## config.mk

```make
export PLATFORM = sky130hd
export DESIGN_NAME = grpp_mul
export DESIGN_NICKNAME = d
export VERILOG_FILES = /design/src/rtl/grpp_pkg.sv /design/src/rtl/grpp_mul.sv
export SDC_FILE = /design/constraint.sdc
export NUM_CORES = 1
export LEC_CHECK = 0
export ABC_AREA = 1
export BUFFER_PORTS_ARGS = -buffer_cell sky130_fd_sc_hd__buf_2
export CAP_MARGIN = 20
export CORE_MARGIN = 3
export CORE_UTILIZATION = 45
export CTS_CLUSTER_DIAMETER = 120
export DETAILED_ROUTE_END_ITERATION = 8
export PLACE_DENSITY_LB_ADDON = 0.2
export REMOVE_ABC_BUFFERS = 1
export SLEW_MARGIN = 20
export SYNTH_ARGS = -nofsm -noshare
export SYNTH_HDL_FRONTEND = slang
export SYNTH_SLANG_ARGS = --single-unit
```

## constraint.sdc

```tcl
create_clock -name clk_i -period 5.9 [get_ports clk_i]
set_clock_uncertainty 0.05 [all_clocks]
set_input_delay 1.18 -clock clk_i [delete_from_list [all_inputs] [get_ports clk_i]]
set_output_delay 1.18 -clock clk_i [all_outputs]
set_load 0.005 [all_outputs]
```

## src/rtl/grpp_pkg.sv

```systemverilog
// ----------------------------------------------------------------------------
// grpp_pkg
// Shared types, constants and print size tables of the page packer.
// ----------------------------------------------------------------------------
`timescale 1ns / 1ps
`default_nettype none

package grpp_pkg;

  localparam int unsigned COORD_W = 14;
  localparam int unsigned DIM_W   = 11;
  localparam int unsigned AREA_W  = 28;
  localparam int unsigned PROD_W  = AREA_W + COORD_W;
  localparam int unsigned CNT_W   = 4;
  localparam int unsigned PAGE_W  = 6;
  localparam int unsigned STAT_W  = 2;
  localparam int unsigned SIZE_W  = 2;
  localparam int unsigned APB_AW  = 3;
  localparam int unsigned APB_DW  = 32;

  localparam logic [STAT_W-1:0] ST_PLACED = 2'd0;
  localparam logic [STAT_W-1:0] ST_NO_FIT = 2'd1;
  localparam logic [STAT_W-1:0] ST_EMPTY  = 2'd2;

  localparam logic REG_MEDIA_W = 1'b0;
  localparam logic REG_MEDIA_H = 1'b1;

  typedef struct packed {
    logic               land;
    logic [SIZE_W-1:0]  size;
    logic [COORD_W-1:0] y;
    logic [COORD_W-1:0] x;
  } placed_t;

  typedef struct packed {
    logic [COORD_W-1:0] y;
    logic [COORD_W-1:0] x;
  } corner_t;

  function automatic logic [DIM_W-1:0] short_side(input logic [SIZE_W-1:0] sz);
    logic [DIM_W-1:0] r;
    case (sz)
      2'd0:    r = 11'd1152;
      2'd1:    r = 11'd792;
      2'd2:    r = 11'd576;
      default: r = 11'd360;
    endcase
    return r;
  endfunction

  function automatic logic [DIM_W-1:0] long_side(input logic [SIZE_W-1:0] sz);
    logic [DIM_W-1:0] r;
    case (sz)
      2'd0:    r = 11'd1440;
      2'd1:    r = 11'd1008;
      2'd2:    r = 11'd720;
      default: r = 11'd504;
    endcase
    return r;
  endfunction

  function automatic logic [DIM_W-1:0] dim_w(input logic [SIZE_W-1:0] sz, input logic land);
    return land ? long_side(sz) : short_side(sz);
  endfunction

  function automatic logic [DIM_W-1:0] dim_h(input logic [SIZE_W-1:0] sz, input logic land);
    return land ? short_side(sz) : long_side(sz);
  endfunction

  function automatic logic [AREA_W-1:0] print_area(input logic [SIZE_W-1:0] sz);
    logic [AREA_W-1:0] r;
    case (sz)
      2'd0:    r = 28'd1658880;
      2'd1:    r = 28'd798336;
      2'd2:    r = 28'd414720;
      default: r = 28'd181440;
    endcase
    return r;
  endfunction

endpackage

`default_nettype wire

```

## src/rtl/grpp_mul.sv

```systemverilog
// ----------------------------------------------------------------------------
// grpp_mul
// Shared registered area x height multiplier for the ratio compare.
// ----------------------------------------------------------------------------
`timescale 1ns / 1ps
`default_nettype none

module grpp_mul (
  input  wire logic                          clk_i,
  input  wire logic [grpp_pkg::AREA_W-1:0]   area_i,
  input  wire logic [grpp_pkg::COORD_W-1:0]  height_i,
  output logic      [grpp_pkg::PROD_W-1:0]   prod_o
);

  always_ff @(posedge clk_i) begin
    prod_o <= grpp_pkg::PROD_W'(area_i) * grpp_pkg::PROD_W'(height_i);
  end

endmodule

`default_nettype wire

```

* Word level (Yosys, flattened, before mapping)
Cells that the tools add are included.
Operators by class: multipliers 1
Operators by type and width (number):
- $mul 28x14->42 | 1
Word-level totals: output and inout bits 42, flip-flop bits (word level) 42, bits of input ports 43

* Logic depth before layout (Yosys ltp)
depth in word-level cells 1, mapped depth 29, gate-level depth less buffers 27

* Worst setup path before layout
No wires, ideal clock.
path type in2reg, start point in height_i[2] (netlist name), end point reg prod_o[36] (netlist name), slack -0.331 ns, stages on the path 27, data required time 5.738 ns, arrival 6.069 ns, setup time 0.112 ns, cells stage by stage clkbuf_1 > clkbuf_1 > nand2_1 > fa_1 > inv_1 > fa_1 > fa_1 > inv_1 > fa_1 > inv_1 > fa_1 > inv_1 > fa_1 > inv_1 > ha_1 > nand2_1 > inv_1 > nand2_1 > inv_1 > nand2_1 > nand2_1 > inv_1 > nor2_1 > nor2_1 > nand2_1 > nand2_1 > nand2_1
On the way: cells in the longest elaborated chain, start to end 1
Ends and longest elaborated chain:
- from (decl) | RTL line grpp_mul.sv:11 | input wire logic [grpp_pkg::COORD_W-1:0] height_i,
- $mul 28x14->42 | RTL line grpp_mul.sv:16 | prod_o <= grpp_pkg::PROD_W'(area_i) * grpp_pkg::PROD_W'(height_i);
- to (signal assigned) | RTL line grpp_mul.sv:16
- to (decl) | RTL line grpp_mul.sv:12 | output logic [grpp_pkg::PROD_W-1:0] prod_o
Every way passes these cells.

* Worst setup path after layout
start point in height_i[13] (netlist name), end point reg prod_o[28] (netlist name)
Same word-level chain as after synthesis.

==> results.toml <==
[outcome]
status = "finished, final reports clean"

[timing]
post-route-min-period_ps = 5890
fin_setup_tns_ps = 0
fmax_mhz = 170
rsz0062_at_grt = "yes"
setup_viol = 0
fin_crit_sh_pct = 99.8
slew_headroom_pct = 58.9
worstMarginPinSlew_ps = 617
drv_slew = 0
hold_viol = 0

[yosys]
synthCells = 1990
synth_flop_cell = "dfxtp_1"
syn_area_sq_mm = 0.0144
synth_cell_types = 24
ys_seq_area_share_pct = 5.84
synth_edf_count = 0
synth-warning-count = 0
async_reset_ff_share_pct = 0
ys_ff_latch = 42
avgSynthCellArea_sq_um = 7.23

[layout]
layout_common_cells = "inv_1 (599), nand2_1 (574), fa_1 (298)"
final_core_util_pct = 58.4
fillers = 2804
final_common_cell = "inv_1"
fin_nets = 2656
largestRegisters = "prod_o x42"
diodes = 0
largest_reg_flops = 42
drive_above_1_share_pct = 21.8
syn2layout_area_growth_pct = 26.2
regMostFlops = "prod_o"

[clock_tree]
clkTransAtPathRegs_ps = 70
ctsHoldBuffers = 0
cts_num_sinks = 42
cts_buffers = 5
cts_htree_levels = 2
cts_tree = "done"
root_buffer = "clkbuf_16"
clockBufferDepth = 2

[grt]
overflow = 0
grt_max_degree = 29
first_global_vias = 13100
grt_antenna_before_repair = 0
track_usage_pct = 23.2
grt_pass1_wl_um = 63800

[worst_setup_path]
crit_required_ps = 6040
worstSetupEndpointType = "flip-flop"
critPathLaunchType = "input pin"
arrival_ps = 6030
path_class = "in2reg"
crit_fanout = 7

[worst_hold_path]
hold_path.class = "in2reg"

[drt]
dr.first_iter.drc_count = 557
dr.pass1.iters = 5
routed_wl_um = 41000
drc = 0
ant_nets = 0
routedWlPerCell_um = 15.8
via_per_inst = 4.81
num_vias = 12500

[die]
pin_count = 85
coreArea_sq_mm = 0.0311
fp.dieArea_sq_mm = 0.0342
dieHeight_um = 185
die_w_um = 185
std_cell_rows = 64
start_util_pct = 46.3

[placement]
hpwl_um = 32000
port_buffers = 84
place.gp.congestion = 0.898

[flow_run]
drv_cap = 0
worst max-delay path, cell delays in order:
cell     delay, ps
buf_12         110
buf_12         140
nand2_4         80
inv_4           30
fa_1           510
fa_1           530
fa_1           590
fa_2           440
fa_1           530
inv_2           50
fa_1           540
inv_2           50
ha_4           310
nand2_4         70
nor2_2         110
inv_1           60
nor3_1         210
nand2_1        130
nand2_2        110
nand2_1         90
nand3_1         80
nand2_1         60
path summary, 6_finish.rpt:
| kind | startpoint | cells past startpoint | to |
|---|---|---|---|
| min | area_i[0] | 4 | prod_o[0]$_DFF_P_ |
| max | height_i[13] | 22 | prod_o[28]$_DFF_P_ |
cell usage after synthesis (all sizes together), types with 11 or more instances:
cell | n | area, sq um
a21oi | 29 | 145
clkbuf | 64 | 240
dfxtp | 42 | 841
fa | 309 | 6190
ha | 106 | 1330
inv | 629 | 2360
nand2 | 650 | 2440
nand3 | 30 | 160
nor2 | 64 | 255
nor3 | 11 | 55.1
o21ai | 15 | 75.1
xor2 | 19 | 166
timing repair:
item,4_1_cts,5_1_grt
setup buffers,0,22
resized for setup,63,308
endpoints found under the setup margin,28,30
gates cloned,2,9
pin swaps,15,108
cell type report:
type / count / area, sq um / area share, %
Sequential cell: 42 / 841 / 4.63
Inverter: 630 / 2370 / 13.1
Clock inverter: 3 / 25.0 / 0.138
Multi-Input combinational cell: 1248 / 11800 / 65.2
Timing Repair Buffer: 271 / 2450 / 13.5
Clock buffer: 5 / 125 / 0.689
Tap cell: 396 / 495 / 2.73
cell families (layout without fill, tap and decap cells):
logic type                 count (synthesis)  count (layout)  synth area share, %
and+or+nand+nor                          758             758                 20.4
buffers and inverters                    700             909                 18.3
adders and majority gates                415             415                 52.2
AOI/OAI and AO/OA                         50              50                 1.81
DFF                                       42              42                 5.84
xor gates and xnor gates                  25              25                 1.52
metrics by stage:
step | setup slack, ps | area [sq um] | hold WS, ps | instances
after floorplan | 173 | 14100 | 1220 | 1920
after global placement | -603 | 16300 | 1510 | 2554
after detailed placement | -624 | 16300 | 1500 | 2554
after CTS | 5.27 | 16800 | 1300 | 2564
after global routing | -144 | 18200 | 1350 | 2595
final | 10.5 | 18200 | 1300 | 2595
routing by layer:
| layer | wire, um | global-route usage (%) |
|---|---|---|
| met5 | 0 | 0 |
| met4 | 1050 | 4.41 |
| met3 | 2390 | 1.47 |
| met2 | 21300 | 43.9 |
| met1 | 16200 | 29.3 |
Power is left out: the tool's default activity adds up to more than one toggle a clock period on the data nets, which glitch-free logic cannot reach.
