--- config.mk ---
export PLATFORM = sky130hd
export DESIGN_NAME = grpp_ovl
export DESIGN_NICKNAME = d
export VERILOG_FILES = /design/src/rtl/grpp_pkg.sv /design/src/rtl/grpp_ovl.sv
export SDC_FILE = /design/constraint.sdc
export NUM_CORES = 1
export LEC_CHECK = 0
export CAP_MARGIN = 25
export CELL_PAD_IN_SITES_DETAIL_PLACEMENT = 0
export CELL_PAD_IN_SITES_GLOBAL_PLACEMENT = 1
export CORE_MARGIN = 5
export CORE_UTILIZATION = 40
export DETAILED_ROUTE_END_ITERATION = 12
export DONT_BUFFER_PORTS = 1
export GPL_TIMING_DRIVEN = 0
export PLACE_DENSITY_LB_ADDON = 0.1
export SYNTH_ARGS = -nofsm -noshare
export SYNTH_HDL_FRONTEND = slang
export SYNTH_SLANG_ARGS = --single-unit
--- constraint.sdc ---
create_clock -name vclk -period 8.1
set_input_delay 0 -clock vclk [all_inputs]
set_output_delay 0 -clock vclk [all_outputs]
set_load 0.05 [all_outputs]
--- src/rtl/grpp_pkg.sv ---
// ----------------------------------------------------------------------------
// grpp_pkg
// Shared types, constants and print size tables of the page packer.
// ----------------------------------------------------------------------------
`timescale 1ns / 1ps
`default_nettype none

package grpp_pkg;

  localparam int unsigned COORD_W = 14;
  localparam int unsigned DIM_W   = 11;
  localparam int unsigned AREA_W  = 28;
  localparam int unsigned PROD_W  = AREA_W + COORD_W;
  localparam int unsigned CNT_W   = 4;
  localparam int unsigned PAGE_W  = 6;
  localparam int unsigned STAT_W  = 2;
  localparam int unsigned SIZE_W  = 2;
  localparam int unsigned APB_AW  = 3;
  localparam int unsigned APB_DW  = 32;

  localparam logic [STAT_W-1:0] ST_PLACED = 2'd0;
  localparam logic [STAT_W-1:0] ST_NO_FIT = 2'd1;
  localparam logic [STAT_W-1:0] ST_EMPTY  = 2'd2;

  localparam logic REG_MEDIA_W = 1'b0;
  localparam logic REG_MEDIA_H = 1'b1;

  typedef struct packed {
    logic               land;
    logic [SIZE_W-1:0]  size;
    logic [COORD_W-1:0] y;
    logic [COORD_W-1:0] x;
  } placed_t;

  typedef struct packed {
    logic [COORD_W-1:0] y;
    logic [COORD_W-1:0] x;
  } corner_t;

  function automatic logic [DIM_W-1:0] short_side(input logic [SIZE_W-1:0] sz);
    logic [DIM_W-1:0] r;
    case (sz)
      2'd0:    r = 11'd1152;
      2'd1:    r = 11'd792;
      2'd2:    r = 11'd576;
      default: r = 11'd360;
    endcase
    return r;
  endfunction

  function automatic logic [DIM_W-1:0] long_side(input logic [SIZE_W-1:0] sz);
    logic [DIM_W-1:0] r;
    case (sz)
      2'd0:    r = 11'd1440;
      2'd1:    r = 11'd1008;
      2'd2:    r = 11'd720;
      default: r = 11'd504;
    endcase
    return r;
  endfunction

  function automatic logic [DIM_W-1:0] dim_w(input logic [SIZE_W-1:0] sz, input logic land);
    return land ? long_side(sz) : short_side(sz);
  endfunction

  function automatic logic [DIM_W-1:0] dim_h(input logic [SIZE_W-1:0] sz, input logic land);
    return land ? short_side(sz) : long_side(sz);
  endfunction

  function automatic logic [AREA_W-1:0] print_area(input logic [SIZE_W-1:0] sz);
    logic [AREA_W-1:0] r;
    case (sz)
      2'd0:    r = 28'd1658880;
      2'd1:    r = 28'd798336;
      2'd2:    r = 28'd414720;
      default: r = 28'd181440;
    endcase
    return r;
  endfunction

endpackage

`default_nettype wire

--- src/rtl/grpp_ovl.sv ---
// ----------------------------------------------------------------------------
// grpp_ovl
// Rectangle intersection test of a candidate against one placed print.
// ----------------------------------------------------------------------------
`timescale 1ns / 1ps
`default_nettype none

module grpp_ovl (
  input  wire logic [grpp_pkg::COORD_W-1:0] cx_i,
  input  wire logic [grpp_pkg::COORD_W-1:0] cy_i,
  input  wire logic [grpp_pkg::DIM_W-1:0]   cw_i,
  input  wire logic [grpp_pkg::DIM_W-1:0]   ch_i,
  input  wire grpp_pkg::placed_t            entry_i,
  output logic                              hit_o
);

  localparam int unsigned SW = grpp_pkg::COORD_W + 1;

  logic [grpp_pkg::DIM_W-1:0] pw, ph;
  logic [SW-1:0] px_end, py_end, cx_end, cy_end;

  always_comb begin
    pw     = grpp_pkg::dim_w(entry_i.size, entry_i.land);
    ph     = grpp_pkg::dim_h(entry_i.size, entry_i.land);
    px_end = SW'(entry_i.x) + SW'(pw);
    py_end = SW'(entry_i.y) + SW'(ph);
    cx_end = SW'(cx_i) + SW'(cw_i);
    cy_end = SW'(cy_i) + SW'(ch_i);
    hit_o  = (SW'(cx_i) < px_end) && (SW'(entry_i.x) < cx_end) &&
             (SW'(cy_i) < py_end) && (SW'(entry_i.y) < cy_end);
  end

endmodule

`default_nettype wire
### Word level (Yosys, flattened, before mapping)

Cells that the tools add are included.

| word-level totals | value |
|---|---|
| register bits | 0 |
| output and inout bits | 1 |

| operators by class | value |
|---|---|
| add/sub/neg operators | 4 |
| order comparisons | 4 |
| equality and inequality tests | 2 |
| muxes and demuxes | 4 |
| reduce and logical (&&, ||, !) cells | 4 |

Operators with widths:

| operator | count |
|---|---|
| one-hot mux 11 bit (3 select lines) | 2 |
| adder 14 x 11 -> 15 bit | 4 |
| < comparator 14 x 15 -> 1 bit | 4 |
| 2-to-1 mux 11 bit | 2 |
| logical AND 1 bit | 3 |
| equality test 2 x 1 -> 1 bit (second input constant) | 1 |
| equality test 2 bit (second input constant) | 1 |
| zero test 2 bit | 1 |

### Logic depth before layout (Yosys ltp)

Gate-level depths: netlist of the first run.

| logic depth | value |
|---|---|
| depth after elaboration | 8 |
| gate-level depth with buffers | 20 |

### Least setup slack after synthesis of the first run

Ideal clock, no wire load.

| path | value |
|---|---|
| path type | input port to output port |
| start | input port entry_i[29] in the netlist's numbering |
| end | output port hit_o |
| data arrival time | 3410 ps |
| required time | 8100 ps |
| path slack | 4690 ps |
| stages | 18 |
| path through | inv_1 -> ha_1 -> nor3_1 -> a21oi_1 -> ha_1 -> fa_1 -> a21o_1 -> a21o_1 -> a21o_1 -> a311o_1 -> a21oi_2 -> nor2_1 -> xnor2_1 -> ha_1 -> o2111ai_1 -> a21o_1 -> a22o_1 -> o2111a_1 |

| on the way | value |
|---|---|
| cells in the longest elaborated chain, start to end | 8 |
| elaborated cells between the ends (all ways) | 14 |
| those cells by class | add/sub (2); order compare (2); eq/ne (2); mux (4); reduce/logical (4) |

Ends and longest elaborated chain:

| what | RTL line | source |
|---|---|---|
| start: declaration | grpp_ovl.sv:13 | `input wire grpp_pkg::placed_t entry_i,` |
| equality test 2 bit (tied with other cells) | grpp_pkg.sv:42, grpp_pkg.sv:53 |  |
| one-hot mux 11 bit (3 select lines), on equally long branches | grpp_pkg.sv:42, grpp_pkg.sv:53 |  |
| 2-to-1 mux 11 bit | grpp_pkg.sv:63 | `return land ? long_side(sz) : short_side(sz);` |
| adder 14 x 11 -> 15 bit | grpp_ovl.sv:25 | `px_end = SW'(entry_i.x) + SW'(pw);` |
| < comparator 14 x 15 -> 1 bit | grpp_ovl.sv:29 | `hit_o = (SW'(cx_i) < px_end) && (SW'(entry_i.x) < cx_end) &&` |
| logical AND 1 bit | grpp_ovl.sv:29 |  |
| logical AND 1 bit (*) | grpp_ovl.sv:29 |  |
| logical AND 1 bit (*) | grpp_ovl.sv:30 | `(SW'(cy_i) < py_end) && (SW'(entry_i.y) < cy_end);` |
| end: declaration | grpp_ovl.sv:14 | `output logic hit_o` |

Mark *: on every way between the ends. The rest lies on a longest branch, timed or not.

### Worst setup path in the final report of the first run

Same ends and word-level chain as after synthesis.

==> run metrics, run 1 <==
Fillers between 700 and 800; die area approximately 9500 um^2; crit path max fanout 8; post-route ant nets 0; via count around 2,700; syn_area_per_cell 7.88 um^2; antenna cell count 0; pin count of the biggest net entering global routing 11; Hold Path Class input port to output port; register area 0 um^2; tightest hold margin 0.411 ns; max_cap viols 0; CLK BUF 0; # rows 31; status complete, no violations; CP max stage cell o2111a_1; VDD IR max 0.0000346 V; Detail Placement HPWL 6660 um; Synth area leaders ha_1, xor2_1, a21oi_1, a21o_1, o21ai_0; Syn-to-layout area delta 4.05%; RSZ-0062 raised after global routing no; critical path class input port to output port; Crit. End Element output port; footprint of the multi-input gates 2950 um^2; endpoints failing setup 0; hold_buf cts 0; IO Port Bufs 0; Synth top area share 40.1%; minimum clock period 3.74 ns; worst slack, placed 4.34 ns; Detailed Route WL 7110 um; GRT Resource Usage Total 14.9%; Mapped Cells 388; Power per Cell Area around 85 nW/um^2; vias in the first global route 2,816; most frequent cells in the layout ha_1, a21oi_1, nor2_1, inv_1, o21ai_0; most used cell, CP a21o_1; syn nets about 570; TritonRoute pass-1 iters 4; Fin. Hold Viols 0; commonest non-fill, non-tap cell in the layout ha_1; Mapped Area 3060 um^2; Final Power 0.269 mW; grt ovf 0; Leakage 1.56 nW; CTS resizes 0; relative max-transition margin 65.1%; Area after DPL ~3200 um^2; cell count along the critical path 18; Sw Ratio 53.3%; Internal Power 0.126 mW; final net count between 500 and 600; die height 97.4 um; CP top delay family compound AO/OA/AOI/OAI gates; startpoint types input port; Reg power frac 0%; first-pass GRT wire length between 10,000 and 15,000 um; P_sw 0.144 mW; IO Pins 82; drt wl/cell 14.6 um; initial antenna violation count 0; worst-path cell chain inv_1 -> ha_1 -> nor3_1 -> a21oi_1 -> ha_1 -> fa_1 -> a21o_1 -> a21o_1 -> a21o_1 -> a311o_1 -> a21oi_2 -> nor2_1 -> xnor2_1 -> ha_1 -> o2111ai_1 -> a21o_1 -> a22o_1 -> o2111a_1; yosys warns 0; fmax about 270 MHz; clock share of power 0%; final instance area 3180 um^2; Initial Util 41.7%; Placer Congestion roughly 0.82; Tcrit/Tclk final a little under half; Synth cell types between 40 and 50; die width 97.4 um; Synth area leader ha_1; Final Max Slew Viols 0; sequential fraction of the synthesis area 0%; Buf/Inv on CP 1; crit-path max cell delay slightly below 0.5 ns; Post-CTS Setup Inserts 0; hold path cells 3; DRC 0; seq_cells 0; data required time of the critical path 8.10 ns; fin worst setup slack 4.36 ns; layout cells sized above 1 2.32%; Data arrival, critical path 3.74 ns; Slew @ Worst Pin 0.511 ns; Comb pwr share 100.0%; vias per cell 5.49; TNS Setup 0 ns; DRT iter0 DRCs 28; area of the core between 7000 and 8000 um^2
cell type report:
class / count / share of cell area (%)
multi-input combinational: 360 / 92.8
inverter: 27 / 3.19
buffer: 1 / 0.118
tap: 99 / 3.89
stage by stage:
stage                     utilization, %  std cells
after floorplan                        -        388
final                               43.4        487
after global placement              43.4        487
after global routing                43.4        487
after CTS                           43.4        487
after detailed placement            43.4        487
cells in the mapped netlist, types with 4 or more instances:
cell type and n:
nand2_1 18, o21a_1 9, a21oi_1 36, o21ai_0 25, fa_1 4, a211oi_1 5
inv_1 27, ha_1 98, xor2_1 23, o31ai_1 4, nor3_1 5, a21o_1 18
nor2b_1 5, nor2_1 28, xnor2_1 13, nand3_1 11, nand2b_1 9, nand4_1 5
o2111ai_1 6
path summary, 6_finish.rpt:
path,slack [ns],to,from
worst min-delay path,0.41,hit_o,entry_i[27]
worst max-delay path,4.36,hit_o,entry_i[29]
routing by layer:
layer  part of all wire (%)  GRT usage [%]
met1                     45           17.5
met2                     51           29.9
met3                    4.2           1.94
met4                      0              0
met5                      0              0
tightest hold or removal path, cell delays in order:
cell       delay [ns]
o2111ai_1        0.05
nand2_1          0.05
o2111a_1         0.30
power by group through the flow:
| stage | Clock (mW) | Combinational, mW | Sequential [mW] |
|---|---|---|---|
| 3_3_place_gp | 0 | 0.270 | 0 |
| 5_1_grt | 0 | 0.316 | 0 |
| 2_1_floorplan | 0 | 0.222 | 0 |
| 6_report | 0 | 0.269 | 0 |
| 4_1_cts | 0 | 0.274 | 0 |
| 3_5_place_dp | 0 | 0.273 | 0 |
cells by family after synthesis:
logic type	after synthesis	synth area share (%)
buffers and inverters	28	3.44
xor gates and xnor gates	36	10.3
and+or+nand+nor	87	13.5
adders and majority gates	102	42.7
AOI/OAI and AO/OA	131	28.6
muxes	4	1.35
Note: power is estimated with default switching activity, not from simulation.
==> run 2: changes to the inputs <==
==> constraint.sdc (replaced) <==
create_clock -name vclk -period 3.3
set_input_delay 0 -clock vclk [all_inputs]
set_output_delay 0 -clock vclk [all_outputs]
set_load 0.05 [all_outputs]
==> run metrics, run 2 (synthesis gave the netlist of run 1 again) <==
relative max-transition margin 65.5% (was 65.1%); crit path max fanout 8 (unchanged); RSZ-0062 raised after global routing yes (was no); cell count along the critical path 18 (unchanged); layout cells sized above 1 12.4% (was 2.32%); commonest non-fill, non-tap cell in the layout ha_1 (unchanged); crit-path max cell delay 0.39 ns (was 0.49 ns); Power per Cell Area 214 nW/um^2 (was 84.6 nW/um^2); fmax 300 MHz; CP max stage cell fa_2 (was o2111a_1); via count 2,739 (was 2,672); GRT Resource Usage Total 15.6% (was 14.9%); IO Port Bufs 0 (unchanged); most used cell, CP a21o_1 (unchanged); die width 97.4 um (unchanged); Sw Ratio 51.7% (was 53.3%); failing checks setup timing; startpoint types input port (unchanged); Syn-to-layout area delta 12.6% (was 4.05%); Hold Path Class input port to output port (unchanged); Slew @ Worst Pin 0.504 ns (was 0.511 ns); Fillers 732 (was 785); vias per cell 5.45 (was 5.49); DRT iter0 DRCs 31 (was 28); critical path class input port to output port (unchanged); worst slack, placed -0.392 ns (was 4.34 ns); area of the core 7330 um^2 (unchanged); seq_cells 0 (unchanged); status complete, but fails checks (was complete, no violations); clock share of power 0% (about the same); first-pass GRT wire length 12,800 um (was 12,200 um); drt wl/cell 14.9 um (was 14.6 um); hold_buf cts 0 (unchanged); max_cap viols 0 (unchanged); Buf/Inv on CP 1 (unchanged); final instance area 3440 um^2 (was 3180 um^2); IO Pins 82 (unchanged); final net count 589 (was 573); CLK BUF 0 (unchanged); pin count of the biggest net entering global routing 11 (unchanged); Data arrival, critical path 3.33 ns (was 3.74 ns); Crit. End Element output port (unchanged); die height 97.4 um (unchanged); P_sw 0.381 mW (was 0.144 mW); TritonRoute pass-1 iters 4 (unchanged); endpoints failing setup 1 (was 0); grt ovf 0 (unchanged); fin worst setup slack -0.0345 ns (was 4.36 ns); minimum clock period between 3 and 4 ns; dpl cells 487 (unchanged); Reg power frac 0% (about the same); Final Non-Filler Cells 503 (was 487); Placer Congestion 0.823 (was 0.818); # rows 31 (unchanged); hold path cells 3 (unchanged); Initial Util 41.7% (unchanged); Internal Power 0.355 mW (was 0.126 mW); Detailed Route WL 7490 um (was 7110 um); Tcrit/Tclk final 101%; Detail Placement HPWL 6690 um (was 6660 um); Comb pwr share 100.0% (about the same); CP top delay family compound AO/OA/AOI/OAI gates (unchanged); Leakage 1.64 nW (was 1.56 nW); post-route ant nets 0 (unchanged); initial antenna violation count 0 (unchanged); die area 9490 um^2 (unchanged); DRC 0 (unchanged); Fin. Hold Viols 0 (unchanged); most frequent cells in the layout ha_1, a21oi_1, nor2_1, inv_1, xor2_1 (was ha_1, a21oi_1, nor2_1, inv_1, o21ai_0); Area after DPL 3190 um^2 (was 3180 um^2); Final Max Slew Viols 0 (unchanged); worst-path cell chain clkinvlp_4 -> ha_4 -> nor3_4 -> a21oi_2 -> ha_2 -> fa_2 -> a21o_1 -> a21o_1 -> a21o_1 -> a311o_1 -> a21oi_2 -> nor2_1 -> xnor2_1 -> ha_1 -> o2111ai_1 -> a21o_1 -> a22o_1 -> o2111a_2 (was inv_1 -> ha_1 -> nor3_1 -> a21oi_1 -> ha_1 -> fa_1 -> a21o_1 -> a21o_1 -> a21o_1 -> a311o_1 -> a21oi_2 -> nor2_1 -> xnor2_1 -> ha_1 -> o2111ai_1 -> a21o_1 -> a22o_1 -> o2111a_1); antenna cell count 0 (unchanged); vias in the first global route 2,921 (was 2,816); VDD IR max 0.0000826 V (was 0.0000346 V); data required time of the critical path 3.30 ns (was 8.10 ns); register area 0 um^2 (unchanged)
[run 2: cell types whose count changed in the layout (fill, tap and decap cells not counted), moves of 6 or more]
cell	previous run	this run
ha_1	98	92
o21ai_1	2	9
buf_4	0	16
o21ai_0	25	18
[run 2: repair_timing]
action,in CTS,in global routing
gates cloned,0,0
pin swaps,27,2
resized for setup,34,4
setup endpoints to repair,1,1
buffers inserted,15,1
[run 2: worst paths after layout]
path,from,endpoint,slack (ns)
setup / recovery,entry_i[29],hit_o,-0.03
hold / removal,entry_i[27],hit_o,0.35
[run 2: power by group through the flow]
stage | registers (mW) | clock network, mW | logic (mW)
final | 0 | 0 | 0.736
after CTS | 0 | 0 | 0.737
after global routing | 0 | 0 | 0.852
after floorplan | 0 | 0 | 0.545
after global placement | 0 | 0 | 0.663
after detailed placement | 0 | 0 | 0.670
[run 2: per-stage QoR]
stage          utilization [%]  total power [mW]  hold slack (ns)  setup TNS [ns]
6_report                  47.0             0.736            0.351         -0.0345
5_1_grt                   47.0             0.852            0.365          -0.185
4_1_cts                   46.7             0.737            0.355        -0.00718
3_5_place_dp              43.5             0.670            0.353          -0.392
3_3_place_gp              43.5             0.663            0.357          -0.346
2_1_floorplan                -             0.545            0.337               0
[run 2: per-layer routing]
metal | wire (um) | global-route usage (%)
met5 | 0 | 0
met4 | 15 | 0.319
met3 | 278 | 1.87
met2 | 3910 | 31.4
met1 | 3290 | 18.3
[run 2: cell type report]
cell class                      count  area [um^2]  share of cell area, %
Buffer                              1         5.00                  0.145
Timing Repair Buffer               16          120                   3.49
Tap cell                           99          124                   3.60
Inverter                           27          105                   3.05
Multi-Input combinational cell    360         3090                   89.7
